**config.mk**
```make
export PLATFORM = sky130hd
export DESIGN_NAME = sdhs_ctrl
export DESIGN_NICKNAME = d
export VERILOG_FILES = /design/src/design/sdhs_pkg.sv /design/src/design/sdhs_ctrl.sv
export SDC_FILE = /design/constraint.sdc
export NUM_CORES = 1
export LEC_CHECK = 0
export BUFFER_PORTS_ARGS = -buffer_cell sky130_fd_sc_hd__clkbuf_2
export CORE_MARGIN = 2
export CORE_UTILIZATION = 40
export CTS_CLUSTER_DIAMETER = 80
export CTS_CLUSTER_SIZE = 8
export DETAILED_ROUTE_END_ITERATION = 7
export PLACE_DENSITY = 0.83
export SLEW_MARGIN = 20
export SYNTH_ARGS = -nofsm -noshare
export SYNTH_HDL_FRONTEND = slang
export SYNTH_SLANG_ARGS = --single-unit
export TNS_END_PERCENT = 50
```
**constraint.sdc**
```tcl
create_clock -name i_clk -period 1.9 [get_ports i_clk]
set_clock_uncertainty 0.1 [all_clocks]
set_input_delay 0.095 -clock i_clk [delete_from_list [all_inputs] [get_ports i_clk]]
set_output_delay 0.095 -clock i_clk [all_outputs]
set_load 0.01 [all_outputs]
```
**src/design/sdhs_pkg.sv**
```systemverilog
// Package for the string dedup hash set: sizes, beat types, codes, control structs.
`default_nettype none
package sdhs_pkg;

    localparam int TABLE_SLOTS    = 1024;
    localparam int MAX_UNIQUE     = 512;
    localparam int MAX_WORD_BYTES = 24;
    localparam int HASH_INIT      = 5381;

    localparam int SLOT_W  = $clog2(TABLE_SLOTS);
    localparam int IDX_W   = (MAX_UNIQUE > 1) ? $clog2(MAX_UNIQUE) : 1;
    localparam int TOT_W   = $clog2(MAX_UNIQUE + 1);
    localparam int LEN_W   = $clog2(MAX_WORD_BYTES + 1);
    localparam int J_W     = (MAX_WORD_BYTES > 1) ? $clog2(MAX_WORD_BYTES) : 1;
    localparam int STORE_D = MAX_UNIQUE * MAX_WORD_BYTES;
    localparam int STORE_AW = (STORE_D > 1) ? $clog2(STORE_D) : 1;

    localparam logic OP_BYTE  = 1'b0;
    localparam logic OP_CLEAR = 1'b1;

    typedef enum logic [1:0] {
        ST_NEW  = 2'd0,
        ST_DUP  = 2'd1,
        ST_LONG = 2'd2,
        ST_FULL = 2'd3
    } t_status;

    typedef struct packed {
        logic       op;
        logic [7:0] word_byte;
        logic       last_byte;
    } t_in_beat;

    typedef struct packed {
        logic [1:0] status;
        logic [8:0] entry_index;
        logic [9:0] unique_count;
    } t_out_beat;

    typedef struct packed {
        logic           vld;
        logic [IDX_W-1:0] idx;
    } t_slot;

    typedef enum logic [2:0] {
        S_CLEAR, S_IDLE, S_WAIT, S_SLOT, S_LEN, S_CMP, S_INSERT
    } t_state;

    typedef struct packed {
        logic    take_byte;
        logic    word_clr;
        logic    set_clear;
        logic    clr_step;
        logic    probe_init;
        logic    next_slot;
        logic    j_inc;
        logic    cmp_mode;
        logic    ins_write;
        logic    ins_fin;
        logic    emit;
        t_status emit_status;
    } t_cmd;

    typedef struct packed {
        logic ends_long;
        logic slot_vld;
        logic len_match;
        logic byte_match;
        logic cmp_last;
        logic ins_last;
        logic probe_done;
        logic store_full;
        logic clr_done;
        logic out_valid;
    } t_stat;

endpackage
`default_nettype wire

```
**src/design/sdhs_ctrl.sv**
```systemverilog
// Controller: byte intake, probe sequencing, insert, clearing sweep.
`default_nettype none
module sdhs_ctrl import sdhs_pkg::*; (
    input  wire logic     i_clk,
    input  wire logic     i_rst_n,
    input  wire logic     i_in_valid,
    input  wire t_in_beat i_beat,
    input  wire t_stat    i_stat,
    output logic          o_in_ready,
    output t_cmd          o_cmd
);

    t_state r_state, n_state;
    logic   acc;

    always_ff @(posedge i_clk) begin
        if (!i_rst_n) begin
            r_state <= S_CLEAR;
        end else begin
            r_state <= n_state;
        end
    end

    always_comb begin
        n_state    = r_state;
        o_cmd      = '0;
        o_cmd.emit_status = ST_NEW;
        o_in_ready = 1'b0;
        acc        = 1'b0;
        case (r_state)
            S_CLEAR: begin
                o_cmd.clr_step = 1'b1;
                if (i_stat.clr_done) begin
                    n_state = S_IDLE;
                end
            end
            S_IDLE: begin
                o_in_ready = !(i_stat.out_valid && i_beat.op == OP_BYTE && i_beat.last_byte);
                acc = o_in_ready & i_in_valid;
                if (acc) begin
                    if (i_beat.op == OP_CLEAR) begin
                        o_cmd.word_clr  = 1'b1;
                        o_cmd.set_clear = 1'b1;
                        n_state = S_CLEAR;
                    end else if (!i_beat.last_byte) begin
                        o_cmd.take_byte = 1'b1;
                    end else if (i_stat.ends_long) begin
                        o_cmd.word_clr = 1'b1;
                        o_cmd.emit = 1'b1;
                        o_cmd.emit_status = ST_LONG;
                    end else begin
                        o_cmd.take_byte  = 1'b1;
                        o_cmd.probe_init = 1'b1;
                        n_state = S_WAIT;
                    end
                end
            end
            S_WAIT: begin
                n_state = S_SLOT;
            end
            S_SLOT: begin
                if (i_stat.slot_vld) begin
                    n_state = S_LEN;
                end else if (i_stat.store_full) begin
                    o_cmd.emit = 1'b1;
                    o_cmd.emit_status = ST_FULL;
                    o_cmd.word_clr = 1'b1;
                    n_state = S_IDLE;
                end else begin
                    n_state = S_INSERT;
                end
            end
            S_LEN: begin
                if (i_stat.len_match) begin
                    o_cmd.j_inc = 1'b1;
                    n_state = S_CMP;
                end else if (i_stat.probe_done) begin
                    o_cmd.emit = 1'b1;
                    o_cmd.emit_status = ST_FULL;
                    o_cmd.word_clr = 1'b1;
                    n_state = S_IDLE;
                end else begin
                    o_cmd.next_slot = 1'b1;
                    n_state = S_WAIT;
                end
            end
            S_CMP: begin
                o_cmd.cmp_mode = 1'b1;
                if (i_stat.byte_match && i_stat.cmp_last) begin
                    o_cmd.emit = 1'b1;
                    o_cmd.emit_status = ST_DUP;
                    o_cmd.word_clr = 1'b1;
                    n_state = S_IDLE;
                end else if (i_stat.byte_match) begin
                    o_cmd.j_inc = 1'b1;
                end else if (i_stat.probe_done) begin
                    o_cmd.emit = 1'b1;
                    o_cmd.emit_status = ST_FULL;
                    o_cmd.word_clr = 1'b1;
                    n_state = S_IDLE;
                end else begin
                    o_cmd.next_slot = 1'b1;
                    n_state = S_WAIT;
                end
            end
            S_INSERT: begin
                o_cmd.ins_write = 1'b1;
                if (i_stat.ins_last) begin
                    o_cmd.ins_fin = 1'b1;
                    o_cmd.emit = 1'b1;
                    o_cmd.emit_status = ST_NEW;
                    o_cmd.word_clr = 1'b1;
                    n_state = S_IDLE;
                end else begin
                    o_cmd.j_inc = 1'b1;
                end
            end
            default: begin
                n_state = S_IDLE;
            end
        endcase
    end

    a_ready_idle: assert property (@(posedge i_clk) disable iff (!i_rst_n)
        o_in_ready |-> r_state == S_IDLE) else $error("ready outside idle");
    a_emit_idle: assert property (@(posedge i_clk) disable iff (!i_rst_n)
        o_cmd.emit |=> r_state == S_IDLE) else $error("no return to idle after result");
    a_clear_sweep: assert property (@(posedge i_clk) disable iff (!i_rst_n)
        o_cmd.set_clear |=> r_state == S_CLEAR) else $error("clear without sweep");

endmodule
`default_nettype wire

```
==> results.py <==
metrics = {
    "drt": {
        "drc": 0,
        "ant_nets": 0,
        "wl_per_cell_um": 13.27,
        "via_per_inst": 5.742,
        "wl_mm": 1.646,
        "dr.pass1.iters": 4,
        "drt_iter0_drc": 15,
        "vias": 712,
    },
    "cts": {
        "numCtsBuffers": 3,
        "cts.sinks": 3,
        "ctsHoldBuffers": 0,
        "clk_latency_ns": 0.23,
        "htreeDepth": 1,
        "cts-root-buf": "clkbuf_4",
        "cts_tree": "yes",
        "clock_path_buffers": 2,
        "clk_pin_slew_ns": 0.04,
    },
    "cells_and_area": {
        "areaGrowthSynthToFinish_pct": 32.74,
        "layout-drive-gt1-share_pct": 37.61,
        "n_antenna_cell": 0,
        "largest_register_ff_count": 3,
        "top_register": "r_state",
        "final_cells": 124,
        "design_area_sq_um": 740.7,
        "largestRegisters": "r_state (3)",
        "fin_nets": 134,
    },
    "power": {
        "p_per_area_nw_per_um2": 348.9,
        "p_leak_nw": 0.3513,
        "ir_drop_v": 0.0002957,
    },
    "floorplan": {
        "die_x_um": 41.35,
        "pin_count": 37,
        "coreArea_sq_um": 1301,
        "die_area_sq_um": 1710,
        "die_h_um": 41.35,
        "start_util_pct": 42.88,
        "rows": 13,
    },
    "timing": {
        "tns_ns": 0,
        "whs_ns": 0.007089,
        "post-route-worst-setup-slack_ns": 0.1176,
        "hold_viol": 0,
        "slew_headroom_pct": 82.72,
        "worstMarginPinSlew_ns": 0.2557,
        "period_minus_slack_ns": 1.782,
        "fmax_mhz": 561.0,
        "rsz0062_at_grt": "no",
        "maxSlewViolCount": 0,
        "final.period_utilization_pct": 93.81,
        "setup_viol": 0,
    },
    "yosys": {
        "netlist_top_cells_count": "nand2_1, inv_1, nor3_1, o21ai_0, a21oi_1",
        "yosysWarningCount": 0,
        "ys_seq_elements": 3,
        "ys_seq_area_share_pct": 10.76,
        "async_flop_share_pct": 0,
        "synth_cells": 78,
        "synth.distinct_cells": 38,
        "syn_nets": 102,
        "yosysMostFrequentCell": "nand2_1",
        "synth-edff-count": 0,
        "yosysTopAreaCellShare_pct": 10.76,
        "yosysTopAreaCell": "dfxtp_1",
        "ys_top_cells_by_area": "dfxtp_1, nor3_1, nand2_1, and3b_1, o21ai_0",
        "avgSynthCellArea_sq_um": 7.154,
        "syn_area_sq_um": 558.0,
        "synth_ff_type": "dfxtp_1",
    },
    "place": {
        "place_ws_ns": 0.1681,
        "placed_cell_area_sq_um": 711.9,
        "gp_congestion": 0.8127,
        "place_inst": 120,
        "hpwlAfterDp_mm": 1.265,
        "portBuffers": 28,
    },
    "hold_path": {
        "hp-start": "i_rst_n",
        "worstHoldEndpoint": "r_state[0]",
        "min_path_type": "in2reg",
        "min_path_cells": 2,
    },
    "grt": {
        "grt_pass1_vias": 568,
        "grt_overflow": 0,
        "antenna_found_initial": 0,
        "grt_pass1_wl_mm": 2.256,
        "grt_use_total_pct": 20.27,
        "grt_max_degree": 15,
    },
    "critical_path": {
        "worstReg2RegStart": "r_state[1]",
        "arrival_ns": 1.59,
        "regToRegSetupSlack_ns": 0.17,
        "critical_path_class": "reg2out",
        "crit_start": "r_state[1]",
        "cp-start-kind": "flop",
        "critPathCaptureType": "output pin",
        "worstRegToRegCells": 5,
        "worstPathRequired_ns": 1.70,
        "crit_fanout": 12,
        "timing.rr.end": "r_state[0]",
    },
    "run": {
        "drv_cap": 0,
    },
    "status": {
        "status": "completed",
    },
}
## cell type report
type                    instances  area [sq um]
well taps                      15         18.77
repair buffers                 31         162.7
fillers                       136         560.5
inverters                       6         22.52
flip-flops and latches          3         62.56
clock buffers                   4         26.28
multi-input cells              65         447.9
## cell families (layout without fill, tap and decap cells)
group | Yosys count | count (layout) | share of synthesized area (%)
flops | 3 | 3 | 10.76
fa+ha+maj | 1 | 1 | 2.242
mux | 1 | 1 | 1.794
compound gates | 25 | 25 | 32.51
buf+inv | 10 | 41 | 8.967
simple gates | 38 | 38 | 43.72
## worst max path at each step
stage                 end  slack [ns]
2_1_floorplan  r_state[0]        0.22
3_3_place_gp   r_state[0]        0.24
3_5_place_dp   r_state[0]        0.17
4_1_cts         o_cmd[11]        0.05
5_1_grt          o_cmd[2]        0.02
6_report        o_cmd[11]        0.12
## per-stage QoR
stage,utilization [%],power (mW)
global placement,54.71,0.1454
finish,56.92,0.2585
CTS,56.73,0.2629
floorplan,-,0.1123
global route,56.92,0.2790
detailed placement,54.71,0.1479
## repair_timing
item	CTS	global route
resized for setup	0	2
setup endpoints to repair	0	3
setup buffers	0	0
## routing by layer
layer	wire, um	part of all wire, %	global-route usage, %
met5	0	0	0
met1	725	44	22.19
met2	823	50	38.67
met4	0	0	7.258
met3	97	5.9	3.191
## where the power goes
| group | switching (mW) | internal (mW) | leakage, nW |
|---|---|---|---|
| clock network | 0.0307 | 0.0786 | 0.0150 |
| logic | 0.0413 | 0.0361 | 0.311 |
| registers | 0.00610 | 0.0657 | 0.0252 |
## worst max-delay path, cell delays in order, from the launching register on
cell      delay (ns)
dfxtp_1         0.34
buf_4           0.19
and3b_1         0.19
a32o_1          0.24
nor3_2          0.18
o21ai_1         0.08
clkbuf_2        0.13
## placed cells by master (no fill, tap or decap), types with 2 or more instances in the layout
| cell | instances |
|---|---|
| a21oi_1 | 4 |
| and2_1 | 2 |
| and3b_1 | 3 |
| buf_4 | 3 |
| clkbuf_2 | 28 |
| clkbuf_4 | 3 |
| dfxtp_2 | 2 |
| inv_1 | 6 |
| nand2_1 | 7 |
| nand2b_1 | 2 |
| nand3b_1 | 3 |
| nor2_1 | 2 |
| nor2b_1 | 2 |
| nor3_1 | 6 |
| nor3b_1 | 3 |
| o21a_1 | 2 |
| o21ai_0 | 5 |
| o21ai_1 | 3 |
No activity file was read; power rests on OpenSTA's default activity.
